## src/sv/assert_macros.svh

```systemverilog
// ---------------------------------------------------------------------------
// assert_macros.svh
// Shared assertion macros, clocked on clk and disabled during reset.
// ---------------------------------------------------------------------------
`ifndef ASSERT_MACROS_SVH
`define ASSERT_MACROS_SVH

// Property must hold at every clock edge outside reset.
`define SVS_ASSERT(label, prop, msg) \
	label: assert property (@(posedge clk) disable iff (!arst_n) prop) else $error(msg);

// Expression must never be true outside reset.
`define SVS_NEVER(label, expr, msg) \
	label: assert property (@(posedge clk) disable iff (!arst_n) !(expr)) else $error(msg);

`endif

```

## src/sv/svs_pkg.sv

```systemverilog
`default_nettype none
// ---------------------------------------------------------------------------
// svs_pkg
// Types and constants shared by the strided vector scatter modules.
// ---------------------------------------------------------------------------
package svs_pkg;

	localparam int unsigned MAX_PACKET_BYTES_DEF = 2048;
	localparam int unsigned MAX_RESULTS          = 33;
	localparam int unsigned MIN_BLOCK_BYTES      = 64;
	localparam int unsigned DIV_STEPS            = 32;
	localparam int unsigned DIV_CNT_W            = $clog2(DIV_STEPS);
	localparam int unsigned PIECE_CNT_W          = $clog2(MAX_RESULTS);

	localparam int unsigned WORD_W   = 32;
	localparam int unsigned ADDR_W   = 64;
	localparam int unsigned PBYTES_W = 12;
	localparam int unsigned PIECE_W  = 12;
	localparam int unsigned POS_W    = 11;
	localparam int unsigned CFG_IDX_W = 2;

	// Configuration register indexes
	localparam logic [CFG_IDX_W-1:0] REG_BLOCK_BYTES  = 2'd0;
	localparam logic [CFG_IDX_W-1:0] REG_GAP_BYTES    = 2'd1;
	localparam logic [CFG_IDX_W-1:0] REG_MESSAGE_BASE = 2'd2;

	// Controller to datapath
	typedef struct packed {
		logic load;   // latch a new packet, start the divide
		logic step;   // one divide step
		logic emit;   // write current piece to the output register, advance
	} svs_cmd_t;

	// Datapath to controller
	typedef struct packed {
		logic pkt_empty;   // incoming packet has no bytes
		logic div_done;    // final divide step this cycle
		logic piece_last;  // current piece closes the packet
		logic piece_wrap;  // message offset wraps after current piece
		logic out_free;    // output register can take a piece
	} svs_sts_t;

endpackage
`default_nettype wire

```

## src/sv/svs_ctrl.sv

```systemverilog
`default_nettype none
`include "assert_macros.svh"
// ---------------------------------------------------------------------------
// svs_ctrl
// Sequencer: accept a packet, run the divide, then emit its pieces; an empty packet skips both, a wrap divides again.
// ---------------------------------------------------------------------------
module svs_ctrl (
	input  logic              clk,
	input  logic              arst_n,
	input  logic              pkt_valid,
	output logic              pkt_stall,
	input  svs_pkg::svs_sts_t sts,
	output svs_pkg::svs_cmd_t cmd
);
	import svs_pkg::*;

	typedef enum logic [2:0] {
		ST_IDLE = 3'b001,
		ST_DIV  = 3'b010,
		ST_EMIT = 3'b100
	} state_t;

	state_t state_q, state_d;

	always_comb begin
		cmd       = '0;
		state_d   = state_q;
		pkt_stall = 1'b1;
		unique case (state_q)
			ST_IDLE: begin
				pkt_stall = 1'b0;
				cmd.load  = pkt_valid;
				if (pkt_valid && !sts.pkt_empty) begin
					state_d = ST_DIV;
				end
			end
			ST_DIV: begin
				cmd.step = 1'b1;
				if (sts.div_done) begin
					state_d = ST_EMIT;
				end
			end
			ST_EMIT: begin
				cmd.emit = sts.out_free;
				if (sts.out_free) begin
					if (sts.piece_last) begin
						state_d = ST_IDLE;
					end else if (sts.piece_wrap) begin
						state_d = ST_DIV;
					end
				end
			end
			default: begin
				state_d = ST_IDLE;
			end
		endcase
	end

	always_ff @(posedge clk or negedge arst_n) begin
		if (!arst_n) begin
			state_q <= ST_IDLE;
		end else begin
			state_q <= state_d;
		end
	end

	`SVS_ASSERT(a_cmd_excl, $onehot0({cmd.load, cmd.step, cmd.emit}), "commands overlap")
	`SVS_ASSERT(a_div_to_emit, (state_q == ST_DIV && sts.div_done) |=> (state_q == ST_EMIT), "divide end lost")
	`SVS_ASSERT(a_last_to_idle, (cmd.emit && sts.piece_last) |=> (state_q == ST_IDLE), "last piece did not end packet")

endmodule
`default_nettype wire

```

## src/sv/svs_dpath.sv

```systemverilog
`default_nettype none
`include "assert_macros.svh"
// ---------------------------------------------------------------------------
// svs_dpath
// Config registers, shift-subtract divider with folded index*pitch product,
// piece splitter and output register.
// ---------------------------------------------------------------------------
module svs_dpath #(
	parameter int unsigned MAX_PACKET_BYTES = svs_pkg::MAX_PACKET_BYTES_DEF
) (
	input  logic                                clk,
	input  logic                                arst_n,
	input  logic                                cfg_write_en,
	input  logic [svs_pkg::CFG_IDX_W-1:0]       cfg_index,
	input  logic [svs_pkg::WORD_W-1:0]          cfg_data,
	input  logic [svs_pkg::WORD_W-1:0]          packet_offset,
	input  logic [svs_pkg::PBYTES_W-1:0]        packet_bytes,
	input  svs_pkg::svs_cmd_t                   cmd,
	output svs_pkg::svs_sts_t                   sts,
	input  logic                                piece_stall,
	output logic                                piece_valid,
	output logic [svs_pkg::ADDR_W-1:0]          host_address,
	output logic [svs_pkg::PIECE_W-1:0]         piece_bytes,
	output logic [svs_pkg::POS_W-1:0]           packet_position,
	output logic                                last_piece
);
	import svs_pkg::*;

	localparam int unsigned LEN_W = $clog2(MAX_PACKET_BYTES + 1);

	// Configuration
	logic [WORD_W-1:0] block_bytes_q, gap_bytes_q, message_base_q;

	always_ff @(posedge clk or negedge arst_n) begin
		if (!arst_n) begin
			block_bytes_q  <= WORD_W'(MIN_BLOCK_BYTES);
			gap_bytes_q    <= '0;
			message_base_q <= '0;
		end else if (cfg_write_en) begin
			unique case (cfg_index)
				REG_BLOCK_BYTES:  block_bytes_q  <= cfg_data;
				REG_GAP_BYTES:    gap_bytes_q    <= cfg_data;
				REG_MESSAGE_BASE: message_base_q <= cfg_data;
				default: ;
			endcase
		end
	end

	logic [WORD_W-1:0] blk;
	logic [WORD_W:0]   pitch;
	assign blk   = (block_bytes_q < WORD_W'(MIN_BLOCK_BYTES)) ? WORD_W'(MIN_BLOCK_BYTES)
	                                                          : block_bytes_q;
	assign pitch = {1'b0, blk} + {1'b0, gap_bytes_q};

	// Packet state
	logic [WORD_W-1:0]      here_q, dvd_q, rem_q;
	logic [ADDR_W-1:0]      prod_q;
	logic [LEN_W-1:0]       len_q, pos_q;
	logic [DIV_CNT_W-1:0]   cnt_q;
	logic [PIECE_CNT_W-1:0] n_q;

	logic [WORD_W-1:0] start;
	logic [LEN_W-1:0]  len_in;
	assign start  = message_base_q + packet_offset;
	assign len_in = (WORD_W'(packet_bytes) > WORD_W'(MAX_PACKET_BYTES)) ?
	                LEN_W'(MAX_PACKET_BYTES) : LEN_W'(packet_bytes);

	// Divide step: remainder ends as offset in block, product as index*pitch
	logic [WORD_W:0]   trial, trial_sub;
	logic              q_bit;
	logic [WORD_W-1:0] rem_n;
	logic [ADDR_W-1:0] prod_n;
	assign trial     = {rem_q, dvd_q[WORD_W-1]};
	assign trial_sub = trial - {1'b0, blk};
	assign q_bit     = (trial >= {1'b0, blk});
	assign rem_n     = q_bit ? trial_sub[WORD_W-1:0] : trial[WORD_W-1:0];
	assign prod_n    = {prod_q[ADDR_W-2:0], 1'b0} + (q_bit ? ADDR_W'(pitch) : '0);

	// Piece split
	logic [WORD_W-1:0] room;
	logic [LEN_W-1:0]  left, size;
	logic [WORD_W:0]   next_here;
	logic              fits;
	assign room      = blk - rem_q;
	assign left      = len_q - pos_q;
	assign fits      = (room >= WORD_W'(left));
	assign size      = fits ? left : LEN_W'(room);
	assign next_here = {1'b0, here_q} + (WORD_W + 1)'(size);

	assign sts.pkt_empty  = (packet_bytes == '0);
	assign sts.div_done   = (cnt_q == DIV_CNT_W'(DIV_STEPS - 1));
	assign sts.piece_last = fits || (n_q == PIECE_CNT_W'(MAX_RESULTS - 1));
	assign sts.piece_wrap = next_here[WORD_W];
	assign sts.out_free   = !piece_valid || !piece_stall;

	always_ff @(posedge clk) begin
		if (cmd.load) begin
			here_q <= start;
			dvd_q  <= start;
			rem_q  <= '0;
			prod_q <= '0;
			len_q  <= len_in;
			pos_q  <= '0;
		end else if (cmd.step) begin
			rem_q  <= rem_n;
			prod_q <= prod_n;
			dvd_q  <= {dvd_q[WORD_W-2:0], 1'b0};
		end else if (cmd.emit && !sts.piece_last) begin
			pos_q  <= pos_q + size;
			here_q <= next_here[WORD_W-1:0];
			rem_q  <= '0;
			if (sts.piece_wrap) begin
				// offset wrapped: divide the new offset from scratch
				dvd_q  <= next_here[WORD_W-1:0];
				prod_q <= '0;
			end else begin
				prod_q <= prod_q + ADDR_W'(pitch);
			end
		end
	end

	always_ff @(posedge clk or negedge arst_n) begin
		if (!arst_n) begin
			cnt_q <= '0;
			n_q   <= '0;
		end else begin
			if (cmd.load || (cmd.emit && sts.piece_wrap)) begin
				cnt_q <= '0;
			end else if (cmd.step) begin
				cnt_q <= cnt_q + 1'b1;
			end
			if (cmd.load) begin
				n_q <= '0;
			end else if (cmd.emit) begin
				n_q <= n_q + 1'b1;
			end
		end
	end

	// Output register
	logic [ADDR_W-1:0]  addr_q;
	logic [PIECE_W-1:0] size_q;
	logic [POS_W-1:0]   opos_q;
	logic               last_q, valid_q;

	always_ff @(posedge clk) begin
		if (cmd.emit) begin
			addr_q <= prod_q + ADDR_W'(rem_q);
			size_q <= PIECE_W'(size);
			opos_q <= POS_W'(pos_q);
			last_q <= sts.piece_last;
		end
	end

	always_ff @(posedge clk or negedge arst_n) begin
		if (!arst_n) begin
			valid_q <= 1'b0;
		end else if (cmd.emit) begin
			valid_q <= 1'b1;
		end else if (!piece_stall) begin
			valid_q <= 1'b0;
		end
	end

	assign piece_valid     = valid_q;
	assign host_address    = addr_q;
	assign piece_bytes     = size_q;
	assign packet_position = opos_q;
	assign last_piece      = last_q;

	`SVS_ASSERT(a_rem_bound, cmd.step |-> (rem_q < blk), "divide remainder out of range")
	`SVS_NEVER(a_zero_piece, cmd.emit && (size == '0), "zero-size piece emitted")

endmodule
`default_nettype wire

```

## src/sv/strided_vector_segment_scatter_core.sv

```systemverilog
`default_nettype none
// ---------------------------------------------------------------------------
// strided_vector_segment_scatter_core
// Split one packet into the pieces of a strided vector layout in host memory.
// ---------------------------------------------------------------------------
//
//  Channel   Signals                                   Moves
//  -------   ---------------------------------------   -----------------------
//  pkt       pkt_valid / pkt_stall                     packet_offset, packet_bytes
//  piece     piece_valid / piece_stall                 host_address, piece_bytes,
//                                                      packet_position, last_piece
//  cfg       cfg_write_en, cfg_index, cfg_data         block_bytes, gap_bytes,
//                                                      message_base
//
//  The divider produces one quotient bit per cycle: an accepted non-empty item
//    runs the divide, then its pieces are emitted, and a wrap of the 32-bit
//    message offset inside the packet runs the divide again before the next piece.
//  The block takes one item at a time; pkt_stall is low only while idle.
//  The piece output register decouples the sides: the next item is accepted
//    while the final piece of the previous one still waits.
//  piece_stall holds the output register and pauses piece generation.
//  Reset restores block_bytes 64, gap_bytes 0, message_base 0.
//
// ---------------------------------------------------------------------------
module strided_vector_segment_scatter_core #(
	parameter int unsigned MAX_PACKET_BYTES = svs_pkg::MAX_PACKET_BYTES_DEF
) (
	input  logic                          clk,
	input  logic                          arst_n,
	// configuration write port
	input  logic                          cfg_write_en,
	input  logic [svs_pkg::CFG_IDX_W-1:0] cfg_index,
	input  logic [svs_pkg::WORD_W-1:0]    cfg_data,
	// packet descriptor channel
	input  logic                          pkt_valid,
	output logic                          pkt_stall,
	input  logic [svs_pkg::WORD_W-1:0]    packet_offset,
	input  logic [svs_pkg::PBYTES_W-1:0]  packet_bytes,
	// piece channel
	output logic                          piece_valid,
	input  logic                          piece_stall,
	output logic [svs_pkg::ADDR_W-1:0]    host_address,
	output logic [svs_pkg::PIECE_W-1:0]   piece_bytes,
	output logic [svs_pkg::POS_W-1:0]     packet_position,
	output logic                          last_piece
);
	import svs_pkg::*;

	svs_cmd_t cmd;
	svs_sts_t sts;

	// Sequencer: idle, divide, emit pieces
	svs_ctrl u_ctrl (
		.clk       (clk),
		.arst_n    (arst_n),
		.pkt_valid (pkt_valid),
		.pkt_stall (pkt_stall),
		.sts       (sts),
		.cmd       (cmd)
	);

	// Datapath: divide for block index and offset, then walk blocks by pitch
	svs_dpath #(
		.MAX_PACKET_BYTES (MAX_PACKET_BYTES)
	) u_dpath (
		.clk             (clk),
		.arst_n          (arst_n),
		.cfg_write_en    (cfg_write_en),
		.cfg_index       (cfg_index),
		.cfg_data        (cfg_data),
		.packet_offset   (packet_offset),
		.packet_bytes    (packet_bytes),
		.cmd             (cmd),
		.sts             (sts),
		.piece_stall     (piece_stall),
		.piece_valid     (piece_valid),
		.host_address    (host_address),
		.piece_bytes     (piece_bytes),
		.packet_position (packet_position),
		.last_piece      (last_piece)
	);

endmodule
`default_nettype wire
```

## config.mk

```make
export PLATFORM = sky130hd
export DESIGN_NAME = strided_vector_segment_scatter_core
export DESIGN_NICKNAME = d
export VERILOG_FILES = /design/src/sv/svs_pkg.sv /design/src/sv/svs_ctrl.sv /design/src/sv/svs_dpath.sv /design/src/sv/strided_vector_segment_scatter_core.sv
export VERILOG_INCLUDE_DIRS = /design/src /design/src/sv
export SDC_FILE = /design/constraint.sdc
export NUM_CORES = 1
export LEC_CHECK = 0
export BUFFER_PORTS_ARGS = -buffer_cell sky130_fd_sc_hd__buf_2
export CAP_MARGIN = 10
export CORE_MARGIN = 5
export CORE_UTILIZATION = 35
export CTS_CLUSTER_DIAMETER = 60
export DETAILED_ROUTE_END_ITERATION = 16
export GPL_TIMING_DRIVEN = 0
export PLACE_DENSITY = 0.58
export SETUP_SLACK_MARGIN = 0.5
export SLEW_MARGIN = 20
export SYNTH_ARGS = -nofsm -noshare
export SYNTH_HDL_FRONTEND = slang
export SYNTH_SLANG_ARGS = --single-unit
export TNS_END_PERCENT = 30
```

## constraint.sdc

```tcl
create_clock -name clk -period 27.6 [get_ports clk]
set_clock_uncertainty 0.2 [all_clocks]
set_input_delay 8.28 -clock clk [delete_from_list [all_inputs] [get_ports clk]]
set_output_delay 8.28 -clock clk [all_outputs]
set_load 0.1 [all_outputs]
```

# After elaboration in Yosys (flattened, before gate mapping)
# Cells that the tools add are included.
[classes]
n_eq_ne = 13
bitwise = 1
muxes = 32
n_mul = 0
reduce_logical = 25
n_div = 0
magnitude_cmp = 4
shift = 0
n_addsub = 12
[ops]
columns = ["operator", "n"]
rows = [
  ["two-way mux 32 bit", 11],
  ["two-way mux 64 bit", 3],
  ["adder 64 x 32 -> 64 bit", 1],
  ["adder 64 x 33 -> 64 bit", 1],
  ["adder 64 bit", 1],
  ["subtractor 32 bit", 2],
  ["adder 32 x 12 -> 33 bit", 1],
  ["adder 32 x 32 -> 33 bit", 1],
  ["greater-or-equal comparator 33 x 32 -> 1 bit", 1],
  ["two-way mux 33 bit", 1],
  ["adder 32 bit", 1],
  ["greater-or-equal comparator 32 x 12 -> 1 bit", 1],
  ["less-than comparator 32 x 7 -> 1 bit, second input constant", 1],
  ["two-way mux 3 bit", 5],
  ["adder 12 bit", 1],
  ["> comparator 12 bit, second input constant", 1],
  ["zero test 12 bit", 1],
  ["two-way mux 12 bit", 1],
  ["two-way mux 6 bit", 2],
  ["AND reduction 2 bit", 6],
  ["subtractor 12 bit", 1],
  ["two-way mux 5 bit", 2],
  ["case mux 3 bit (3 select lines)", 1],
  ["!= test 2 x 1 -> 1 bit, second input constant", 4],
  ["other kinds (20)", 36],
]
[word_totals]
inputBits = 83
rom_bits = 0
memories = 0
output_inout_bits = 90
register_bits = 383
ram_bits = 0
wordCells = 104
latchBits = 0

# Longest topological paths before layout
# Gate-level depths: netlist of the first run.
[logic_depth]
depth_word = 10
depth_mapped = 40
ltp_nobuf = 38

# Hierarchy
# A second synthesis of the first run with hierarchy kept.
[unflattened]
cells_unflattened = 3489
area_unflattened_um2 = 30528.0
[by_module_without_submodules]
columns = ["module", "n_inst", "cells_each", "seq_area_each_um2", "area_per_inst_um2"]
rows = [
  ["svs_dpath", 1, 3465, 9790.6, 30309.1],
  ["svs_ctrl", 1, 24, 76.3, 219.0],
]

# Worst setup path after synthesis of the first run
# Ideal clock, no wire load.
[synth_timing]
path_type = "input-to-reg"
from = "input port piece_stall"
to = "register u_dpath.dvd_q[0] (enable)"
cell_stages = 4
t_required_ps = 27010
arrival_ps = 12269
setup_time_ps = 390
n_path_buf = 1
setup_slack_ps = 14741
cell_sequence = "a21oi_1 -> clkbuf_1 -> nand4_1 -> nand2_1"
[synth_lines]
columns = ["element", "line_no", "text"]
rows = [
  ["start, declared", "strided_vector_segment_scatter_core.sv:41", "input logic piece_stall,"],
  ["end signal, assigned", "svs_dpath.sv:99", "dvd_q <= start;"],
  ["end signal, assigned", "svs_dpath.sv:107", "dvd_q <= {dvd_q[WORD_W-2:0], 1'b0};"],
  ["end signal, assigned", "svs_dpath.sv:114", "dvd_q <= next_here[WORD_W-1:0];"],
  ["end, declared", "svs_dpath.sv:56", "logic [WORD_W-1:0] here_q, dvd_q, rem_q;"],
]

# Worst setup path after layout of the first run
[layout_timing]
from = "register u_dpath.block_bytes_q[9]"
to = "register u_dpath.dvd_q[28] (enable)"
[layout_between]
word_cells_on_any_way = 12
cone_classes = "add/sub (2); order compare (2); mux (2); reduce/logical (6)"
[layout_lines]
columns = ["element", "line_no", "text"]
rows = [
  ["start, declared", "svs_dpath.sv:32", "logic [WORD_W-1:0] block_bytes_q, gap_bytes_q, message_base_q;"],
  ["start signal, assigned", "svs_dpath.sv:36", "block_bytes_q <= WORD_W'(MIN_BLOCK_BYTES);"],
  ["start signal, assigned", "svs_dpath.sv:41", "REG_BLOCK_BYTES: block_bytes_q <= cfg_data;"],
  ["less-than comparator 32 x 7 -> 1 bit", "svs_dpath.sv:51", "assign blk = (block_bytes_q < WORD_W'(MIN_BLOCK_BYTES)) ? WORD_W'(MIN_BLOCK_BYTES)"],
  ["two-way mux 32 bit *", "svs_dpath.sv:51", ""],
  ["subtractor 32 bit *", "svs_dpath.sv:84", "assign room = blk - rem_q;"],
  ["greater-or-equal comparator 32 x 12 -> 1 bit", "svs_dpath.sv:86", "assign fits = (room >= WORD_W'(left));"],
  ["two-way mux 12 bit *", "svs_dpath.sv:87", "assign size = fits ? left : LEN_W'(room);"],
  ["named net u_dpath.size[0]", "svs_dpath.sv:81", "logic [LEN_W-1:0] left, size;"],
  ["adder 32 x 12 -> 33 bit *", "svs_dpath.sv:88", "assign next_here = {1'b0, here_q} + (WORD_W + 1)'(size);"],
  ["nonzero test 3 bit (no line) *", "n/a", ""],
  ["AND reduction 2 bit (no line) *", "n/a", ""],
]
# The timed path passes the listed nets; every way through them passes the cells marked *.
# A chain may end at the register's enable or synchronous reset.

==> results of run 1 <==
cells by family (layout without fill, tap and decap cells):
| group | count (synthesis) | count (layout) | synth area share, % |
|---|---|---|---|
| adder cells (fa/ha/maj) | 283 | 283 | 11.9 |
| other | 0 | 2 | 0 |
| flip-flops | 383 | 383 | 32.4 |
| XOR/XNOR | 284 | 284 | 8.18 |
| buffers and inverters | 351 | 621 | 4.45 |
| multiplexers | 90 | 90 | 3.26 |
| AND/OR/NAND/NOR | 1091 | 1091 | 17.5 |
| AO/OA/AOI/OAI | 1043 | 1043 | 22.3 |
cells in the mapped netlist (all sizes together) (55+ instances only):
cell    number
nand2      352
inv        169
ha         273
dfxtp      108
o21ai      195
mux2        73
clkbuf     154
xor2       110
dfrtp      109
nand3       75
a21oi      294
nor3       109
xnor2      174
nor2       214
nand4       57
nor2b       55
a21o       128
edfxtp     164
registers in the layout, indices dropped and copies added (netlist names), 3 cells and up:
name                     flops
u_dpath.host_address        64
u_dpath.prod_q              64
u_dpath.block_bytes_q       32
u_dpath.dvd_q               32
u_dpath.gap_bytes_q         32
u_dpath.here_q              32
u_dpath.message_base_q      32
u_dpath.rem_q               32
u_dpath.len_q               12
u_dpath.piece_bytes         12
u_dpath.pos_q               12
u_dpath.packet_position     11
u_dpath.n_q                  6
u_dpath.cnt_q                5
u_ctrl.state_q               3
layer usage:
metal	wire length, microns	global-route usage, %	vias to the layer above
li1	-	-	13400
met2	50600	37.6	1222
met4	6490	10.8	0
met5	0	0	-
met3	9050	3.42	264
met1	51300	33.3	13600
layout make-up:
class / count / area [sq um] / area share (%)
well taps: 1155 / 1450 / 4.18
repair buffers: 178 / 1010 / 2.93
flip-flops and latches: 383 / 9870 / 28.6
inverters: 169 / 634 / 1.84
clock inverters: 23 / 236 / 0.684
diodes: 2 / 5.00 / 0.0145
plain buffers: 182 / 723 / 2.09
multi-input cells: 2791 / 19200 / 55.6
clock buffers: 69 / 1440 / 4.15
layout by cell type, fill, tap and decap left out, types with 27 or more instances in the layout:
cell                        synthesis  layout
sky130_fd_sc_hd__nand2b_1          34      34
sky130_fd_sc_hd__a21oi_1          294     294
sky130_fd_sc_hd__dfxtp_1          108     108
sky130_fd_sc_hd__inv_1            169     169
sky130_fd_sc_hd__mux2_2            73      73
sky130_fd_sc_hd__nor2_1           214     214
sky130_fd_sc_hd__ha_1             273     273
sky130_fd_sc_hd__clkbuf_16          0      52
sky130_fd_sc_hd__o21ai_0          193     187
sky130_fd_sc_hd__o211ai_1          35      35
sky130_fd_sc_hd__o21a_1            39      39
sky130_fd_sc_hd__buf_2             11     182
sky130_fd_sc_hd__a21o_1           128     128
sky130_fd_sc_hd__nand2_1          352     350
sky130_fd_sc_hd__and3_1            38      38
sky130_fd_sc_hd__clkbuf_1         154     163
sky130_fd_sc_hd__o22ai_1           27      27
sky130_fd_sc_hd__xnor2_1          174     174
sky130_fd_sc_hd__o21bai_1          49      49
sky130_fd_sc_hd__nand3_1           75      75
sky130_fd_sc_hd__xor2_1           110     110
sky130_fd_sc_hd__dfrtp_1          109     109
sky130_fd_sc_hd__nand4_1           57      57
sky130_fd_sc_hd__nor3_1           108     108
sky130_fd_sc_hd__and2_1            32      32
sky130_fd_sc_hd__a31oi_1           43      43
sky130_fd_sc_hd__a211oi_1          39      39
sky130_fd_sc_hd__nor2b_1           54      54
sky130_fd_sc_hd__edfxtp_1         164     164
power by group through the flow:
stage / clock network [mW] / registers (mW) / logic (mW)
6_report: 0.667 / 0.946 / 2.65
5_1_grt: 0.702 / 0.956 / 2.88
4_1_cts: 0.677 / 0.939 / 2.60
3_5_place_dp: 0 / 0.949 / 2.58
3_3_place_gp: 0 / 0.954 / 2.56
2_1_floorplan: 0 / 0.965 / 1.77
metrics by stage:
step           utilization [%]  instances  power [mW]  cell area [sq um]
2_1_floorplan                -       3525        2.74              30400
3_3_place_gp              37.8       4852        3.51              32700
3_5_place_dp              38.0       4858        3.53              32900
4_1_cts                   40.0       4950        4.22              34600
5_1_grt                   40.0       4950        4.53              34600
6_report                  40.0       4952        4.26              34600
worst max-delay path, delay by kind of cell, from the launching register on:
| kind | cells | cell delay, ns |
|---|---|---|
| AND/OR/NAND/NOR | 15 | 6.02 |
| AO/OA/AOI/OAI | 9 | 2.76 |
| adder cells (fa/ha/maj) | 4 | 1.50 |
| buffers and inverters | 4 | 0.78 |
| multiplexers | 1 | 0.73 |
| XOR/XNOR | 1 | 0.56 |
| flip-flops | 1 | 0.44 |
worst max-delay path by stage:
stage,slack [ns],end
2_1_floorplan,14.74,u_dpath.dvd_q[0]
3_3_place_gp,11.20,u_dpath.dvd_q[18]
3_5_place_dp,14.47,u_dpath.dvd_q[18]
4_1_cts,14.43,u_dpath.dvd_q[11]
5_1_grt,13.84,u_dpath.dvd_q[11]
6_report,14.26,u_dpath.dvd_q[28]
==> metrics.cfg, run 1 <==
[pwr]
leakage_nw=14.5
netSwitchingPower_mw=2.13
power.ir.vdd_worst_mv=0.0559
clock_power_share_pct=15.6
internal-power_mw=2.13
power_density_nw_per_um2=123
power.share.combinational_pct=62.2
power.share.switching_pct=50.1
seqPwrFrac_pct=22.2

[worst_setup_path]
crit_path_max_fanout=18
timing.critical_path.to_type=flop
critical_path.reg2reg.endpoint=u_dpath.dvd_q[28]
critPathMaxStageDelay_ns=0.80
timing.critical_path.arrival_ns=13.47
worst_path_most_repeated_cell=sky130_fd_sc_hd__nand4_1
ff_to_ff_path_depth=34
start_kind=flop
timing.setup.critical_path_class=flop to flop
critical_path.startpoint=u_dpath.block_bytes_q[9]
worst_r2r_startpoint=u_dpath.block_bytes_q[9]
timing.critical_path.slowest_stage_cell=sky130_fd_sc_hd__nor3_1
reg2reg_setup_slack_ns=14.26
cp_data_required_time_ns=27.73

[placement]
place.port_buffers=172
dp_hpwl_microns=93600
preCtsSetupSlack_ns=14.47
finalWeightedCongestion=1.02

[clocking]
clk_pin_slew_worst_paths_ns=0.06
htree_levels=2
tritoncts_clock_tree=done
post-cts-setup-buffers=0
cts-root-to-sink-buffers=3
post_cts_resize_count=0
num_clock_sinks=383
cts_hold_buf=0
clockRootBuffer=sky130_fd_sc_hd__clkbuf_16
numCtsBuffers=49
clk-insertion-delay-late_ns=0.63

[sta]
slew_headroom_pct=13.0
timing.final.crit_share_pct=48.3
layout_setup_ws_ns=14.26
grt_setup_unrepaired=no
finalSetupTns_ns=0
period_minus_slack_ns=13.34
hold-worst-slack_ns=0.293
final_hold_violating_endpoints=0
maximum_operating_frequency_mhz=75.0
worst_margin_slew_ns=1.29
finalSetupViolations=0
finalMaxSlewViolations=0

[min_path]
timing.hold.worst.start=u_dpath.pos_q[10]
whs_endpoint=u_dpath.packet_position[10]
hold_depth=0
hold_class=flop to flop

[grt]
first_pass_grt_wire_length_microns=172000
gr-usage-all-layers_pct=24.1
grt-ovfl-total=0
first_global_vias=26700
grt_start_max_net_pins=65
grt_antenna_before_repair=1

[route]
route.vias.total=28500
routedWlPerCell_microns=23.7
totalWireLength_microns=117000
drt_first_iter_violations=2730
final_antenna_net_count=0
remaining_design_rule_violation_count=0
vias_per_cell=5.75
drt_pass1_iterations=5

[floorplanning]
core.rowCount=108
ios=173
initial_core_util_pct=35.2
die_height_microns=305
fp.dieW_microns=305
die_area_sq_um=92900
design.core.area_sq_um=86500

[logic_synthesis]
ys_top_cells_by_area=sky130_fd_sc_hd__edfxtp_1, sky130_fd_sc_hd__ha_1, sky130_fd_sc_hd__dfrtp_1
synth_top_area_share_pct=16.2
synth.net_count=3891
synth_area_sq_um=30400
synth_top_cell_by_area=sky130_fd_sc_hd__edfxtp_1
ys_dominant_reg_cell=sky130_fd_sc_hd__edfxtp_1
yosysWarnings=0
synth-seq-cells=383
synth_cell_type_count=88
synthArstFlopShare_pct=29.0
yosysSeqAreaShare_pct=32.4
synthesized_netlist_cell_count=3525
synth_area_per_cell_sq_um=8.63
synth_edf_count=164

[flow_run]
cap_violations=0

[finish]
share_of_layout_cells_above_drive_strength_1_pct=10.3
area.growth.synth_to_final_pct=13.6
fillerInstances=8849
design.final.nets=4120

[outcome]
run_status=finished, final reports clean

Note: power is estimated with default switching activity, not from simulation.
==> run 2: changes to the inputs <==
--- a/config.mk
+++ b/config.mk
@@ -13,7 +13,7 @@
 export CTS_CLUSTER_DIAMETER = 60
 export DETAILED_ROUTE_END_ITERATION = 16
 export GPL_TIMING_DRIVEN = 0
-export PLACE_DENSITY = 0.58
+export PLACE_DENSITY = 0.59
 export SETUP_SLACK_MARGIN = 0.5
 export SLEW_MARGIN = 20
 export SYNTH_ARGS = -nofsm -noshare
==> constraint.sdc (replaced) <==
create_clock -name clk -period 10.8 [get_ports clk]
set_clock_uncertainty 0.2 [all_clocks]
set_input_delay 3.24 -clock clk [delete_from_list [all_inputs] [get_ports clk]]
set_output_delay 3.24 -clock clk [all_outputs]
set_load 0.1 [all_outputs]
==> run 2 against run 1 <==
Global-route usage rose by 0.062 points. Largest power group unchanged. Critical endpoint is now u_dpath.dvd_q[7]. Sequential cell count did not move. Routed wire length rose by 0.47%. Utilization rose by 0.48 points. Power rose to 2.6 times the previous value. Cell count rose by 0.32%. Hold slack improved by 0.0032 ns. Highest routed layer unchanged. Non-clock buffer count rose by 20.
==> metrics.cfg, run 2 (synthesis results as in run 1) <==
[outcome]
run_status=finished, final reports clean

[placement]
finalWeightedCongestion=1.02
place.port_buffers=172
placed_instances=4859
dp_hpwl_microns=94000

[worst_setup_path]
cp_data_required_time_ns=10.90
timing.critical_path.slowest_stage_cell=sky130_fd_sc_hd__or4_4
reg2reg_setup_slack_ns=0.65
timing.critical_path.arrival_ns=10.25
cpLargestDelayFamily=simple AND/OR/NAND/NOR gates
ff_to_ff_path_depth=39
crit_path_max_fanout=21
critPathMaxStageDelay_ns=0.61
timing.critical_path.to_type=flop
critical_path.startpoint=u_dpath.block_bytes_q[9]
start_kind=flop
worst_r2r_startpoint=u_dpath.block_bytes_q[9]
timing.setup.critical_path_class=flop to flop
critical_path.reg2reg.endpoint=u_dpath.dvd_q[7]
critical_path.n_buffers_inverters=8

[sta]
finalSetupViolations=0
final_hold_violating_endpoints=0
grt_setup_unrepaired=yes
period_minus_slack_ns=10.15
finalMaxSlewViolations=0
slew_headroom_pct=20.1
timing.final.crit_share_pct=94.0
worst_margin_slew_ns=1.19
maximum_operating_frequency_mhz=98.5

[grt]
grt_start_max_net_pins=70
first_pass_grt_wire_length_microns=172000
gr-usage-all-layers_pct=24.2
grt-ovfl-total=0
first_global_vias=26700
grt_antenna_before_repair=0

[finish]
share_of_layout_cells_above_drive_strength_1_pct=11.6
final_util_pct=40.4
design.final.nets=4139
layout_common_cells=sky130_fd_sc_hd__nand2_1, sky130_fd_sc_hd__a21oi_1, sky130_fd_sc_hd__ha_1
stdcell_count=4968
area.growth.synth_to_final_pct=15.0
layout_commonest_cell=sky130_fd_sc_hd__nand2_1

[floorplanning]
fp.dieW_microns=305
die_height_microns=305
ios=173
initial_core_util_pct=35.2
core.rowCount=108
die_area_sq_um=92900
design.core.area_sq_um=86500

[pwr]
leakage_nw=14.6
power_density_nw_per_um2=316
power.ir.vdd_worst_mv=0.147

[min_path]
hold_depth=2
hold_class=flop to flop
timing.hold.worst.start=u_dpath.prod_q[63]
whs_endpoint=u_dpath.prod_q[63]

[clocking]
num_clock_sinks=383
clk_pin_slew_worst_paths_ns=0.06
tritoncts_clock_tree=done
cts-root-to-sink-buffers=3
numCtsBuffers=48
clk-insertion-delay-late_ns=0.61
htree_levels=2
clockRootBuffer=sky130_fd_sc_hd__clkbuf_16

[route]
remaining_design_rule_violation_count=0
routedWlPerCell_microns=23.8
vias_per_cell=5.72
topRoutingLayerUsed=met4
route.vias.total=28400
drt_first_iter_violations=2743
met2RoutedLength_microns=50100
drt_pass1_iterations=5
met3_wirelength_microns=8730
routedLengthMet1_microns=52200
final_antenna_net_count=0
totalWireLength_microns=118000

[flow_run]
cap_violations=0

[run 2: tightest hold or removal path, cell delays in order, from the launching register on]
cell and delay (ns):
sky130_fd_sc_hd__dfxtp_1 0.33, sky130_fd_sc_hd__nand2_1 0.06, sky130_fd_sc_hd__o22ai_1 0.06
[run 2: stage by stage]
step,setup slack [ns],area [sq um],power (mW),hold slack [ns],TNS [ns]
after floorplan,1.64,30400,7.00,0.237,0
after global placement,-3.20,32700,8.97,0.274,-228.02
after detailed placement,-2.25,32900,9.03,0.281,-199.83
after CTS,0.454,34800,10.8,0.301,0
after global routing,0.434,35000,11.7,0.318,0
final,0.647,35000,11.0,0.296,0
[run 2: per-layer routing]
layer  up-vias  global-route usage [%]
met5         -                       0
met4         0                    11.5
met3       257                    3.65
met2      1173                    37.1
met1     13600                    33.5
li1      13400                       -
[run 2: worst max-delay path by stage]
| stage | to | slack, ns | cells after the start |
|---|---|---|---|
| after floorplan | u_dpath.dvd_q[0] | 1.64 | 33 |
| after global placement | u_dpath.dvd_q[18] | -3.20 | 33 |
| after detailed placement | u_dpath.dvd_q[4] | -2.25 | 34 |
| after CTS | u_dpath.prod_q[63] | 0.45 | 39 |
| after global routing | u_dpath.dvd_q[7] | 0.43 | 39 |
| final | u_dpath.dvd_q[7] | 0.65 | 39 |
[run 2: layout make-up]
class                   count  area [sq um]
inverters                 169           638
plain buffers             182           757
multi-input cells        2791         19400
fillers                  8814         51500
diodes                      1          2.50
clock inverters            22           295
repair buffers            198          1170
flip-flops and latches    383          9870
well taps                1155          1450
clock buffers              67          1350
[run 2: timing repair]
action                     in CTS  in global routing
buffers inserted                9                 10
setup endpoints to repair     161                117
pin swaps                       5                  4
gates cloned                    0                  0
resized for setup              31                 34
hold buffers                    0                  0
[run 2: power by group]
part	internal (mW)	switching, mW
Combinational	2.49	4.44
Sequential	2.04	0.378
Clock	1.01	0.693
Total	5.53	5.51
==> run 3: changes to the inputs <==
--- a/config.mk
+++ b/config.mk
@@ -13,6 +13,7 @@
 export CTS_CLUSTER_DIAMETER = 60
 export DETAILED_ROUTE_END_ITERATION = 16
 export GPL_TIMING_DRIVEN = 0
+export MAX_ROUTING_LAYER = met4
 export PLACE_DENSITY = 0.59
 export SETUP_SLACK_MARGIN = 0.5
 export SLEW_MARGIN = 20
==> run 3 against run 2 <==
Non-clock buffer count shrank 1. Combinational power is essentially flat. Cell count grew 0.14%. Sequential share of layout area is essentially flat. Utilization grew 0.074 points. Critical path depth shrank 3. Die area is the same. Highest routed layer unchanged.
==> metrics.cfg, run 3 (synthesis results as in run 1) <==
[outcome]
run_status=finished, final reports clean

[grt]
grt.busiest_layer=met2
grt_start_max_net_pins=58
gr-usage-all-layers_pct=25.2
grt_use_met2_pct=38.0
met1_global_route_usage_pct=34.0
first_pass_grt_wire_length_microns=174000
grt_antenna_before_repair=2
grtUsageMet3_pct=3.39
grt-ovfl-total=0
first_global_vias=26700

[sta]
maximum_operating_frequency_mhz=100
timing.final.crit_share_pct=92.6
finalMaxSlewViolations=0
grt_setup_unrepaired=no
worst_margin_slew_ns=1.23
finalSetupViolations=0
period_minus_slack_ns=10.00
layout_setup_ws_ns=0.796
slew_headroom_pct=16.9
final_hold_violating_endpoints=0

[route]
drt_first_iter_violations=2718
totalWireLength_microns=119000
vias_per_cell=5.71
route.vias.total=28400
drt_pass1_iterations=6
final_antenna_net_count=0
remaining_design_rule_violation_count=0
routedWlPerCell_microns=24.0

[flow_run]
cap_violations=0

[clocking]
cts-root-to-sink-buffers=3
num_clock_sinks=383
clockRootBuffer=sky130_fd_sc_hd__clkbuf_16
clk-insertion-delay-late_ns=0.61
tritoncts_clock_tree=done
htree_levels=2
numCtsBuffers=52
clk_pin_slew_worst_paths_ns=0.06

[worst_setup_path]
worst_r2r_startpoint=u_dpath.block_bytes_q[25]
critical_path.n_buffers_inverters=5
critical_path.reg2reg.endpoint=u_dpath.prod_q[25]
cpLargestDelayFamily=compound AO/OA/AOI/OAI gates
cp_data_required_time_ns=11.12
reg2reg_setup_slack_ns=0.80
critPathMaxStageDelay_ns=0.61
timing.critical_path.arrival_ns=10.32
crit_path_max_fanout=10
timing.critical_path.slowest_stage_cell=sky130_fd_sc_hd__or4_4
timing.setup.critical_path_class=flop to flop
start_kind=flop
ff_to_ff_path_depth=36
timing.critical_path.to_type=flop

[floorplanning]
core.rowCount=108
initial_core_util_pct=35.2
die_area_sq_um=92900
die_height_microns=305
design.core.area_sq_um=86500
fp.dieW_microns=305
ios=173

[placement]
place.port_buffers=172
finalWeightedCongestion=1.01
dp_hpwl_microns=94700
preCtsSetupSlack_ns=-2.49
post_dp_cell_area_sq_um=32900

[finish]
design_area_sq_um=35000
share_of_layout_cells_above_drive_strength_1_pct=12.0
design.final.nets=4142
layout_common_cells=sky130_fd_sc_hd__nand2_1, sky130_fd_sc_hd__a21oi_1, sky130_fd_sc_hd__ha_1
area.growth.synth_to_final_pct=15.2
layout_commonest_cell=sky130_fd_sc_hd__nand2_1

[min_path]
whs_endpoint=u_dpath.packet_position[2]
timing.hold.worst.start=u_dpath.pos_q[2]
hold_depth=0
hold_class=flop to flop

[pwr]
power_density_nw_per_um2=317
leakage_nw=14.7
power.ir.vdd_worst_mv=0.148

run 3: cell types whose count changed in the layout (fill, tap and decap cells not counted), sizes merged:
cell | before | now
inv | 172 | 178
buf | 228 | 226
clkinvlp | 4 | 6
diode | 1 | 2
clkinv | 10 | 12
bufinv | 5 | 3
run 3: per-stage QoR:
step           instances  total power, mW  util, %  hold WS (ns)  TNS [ns]
6_report            4975             11.1     40.5         0.295         0
5_1_grt             4974             11.8     40.5         0.314         0
4_1_cts             4968             10.9     40.3         0.282         0
3_5_place_dp        4858             9.04     38.0         0.268   -218.05
3_3_place_gp        4852             8.99     37.8         0.269   -247.29
2_1_floorplan       3525             7.00        -         0.237         0
run 3: final cells by class:
class | instances | area, sq um
Fill cell | 8755 | 51400
Multi-Input combinational cell | 2791 | 19400
Sequential cell | 383 | 9870
Tap cell | 1155 | 1450
Clock buffer | 66 | 1430
Timing Repair Buffer | 197 | 1150
Buffer | 182 | 747
Inverter | 169 | 638
Clock inverter | 30 | 305
Antenna cell | 2 | 5.00
run 3: worst max-delay path by stage:
stage | to | from | cells after the start
4_1_cts | u_dpath.prod_q[54] | u_dpath.block_bytes_q[9] | 39
3_5_place_dp | u_dpath.dvd_q[19] | u_dpath.block_bytes_q[9] | 34
5_1_grt | u_dpath.dvd_q[5] | u_dpath.block_bytes_q[25] | 41
3_3_place_gp | u_dpath.dvd_q[19] | u_dpath.block_bytes_q[9] | 33
6_report | u_dpath.prod_q[25] | u_dpath.block_bytes_q[25] | 36
2_1_floorplan | u_dpath.dvd_q[0] | u_dpath.block_bytes_q[13] | 33
run 3: what timing repair did:
| action | CTS | global route |
|---|---|---|
| resized for setup | 34 | 32 |
| buffers inserted | 14 | 5 |
| pin swaps | 8 | 6 |
| hold buffers | 0 | 0 |
| hold endpoints to repair | 0 | 0 |
| setup endpoints to repair | 162 | 118 |
run 3: worst reg2reg max path, delay by kind of cell, from the launching register on:
family / cells / cell delay [ns]
buf+inv: 5 / 1.27
simple gates: 14 / 3.25
compound gates: 12 / 3.33
flops: 1 / 0.43
xor+xnor: 1 / 0.20
fa+ha+maj: 4 / 1.27
run 3: layer usage:
metal  part of all wire, %  wire [microns]
met5                     0               0
met2                    43           51700
met3                   7.0            8350
met4                   5.5            6590
met1                    44           52700
run 3: where the power goes:
| part | switching [mW] | internal [mW] | leakage, nW |
|---|---|---|---|
| Sequential | 0.382 | 2.04 | 3.75 |
| Combinational | 4.44 | 2.48 | 10.1 |
| Clock | 0.731 | 1.02 | 0.849 |
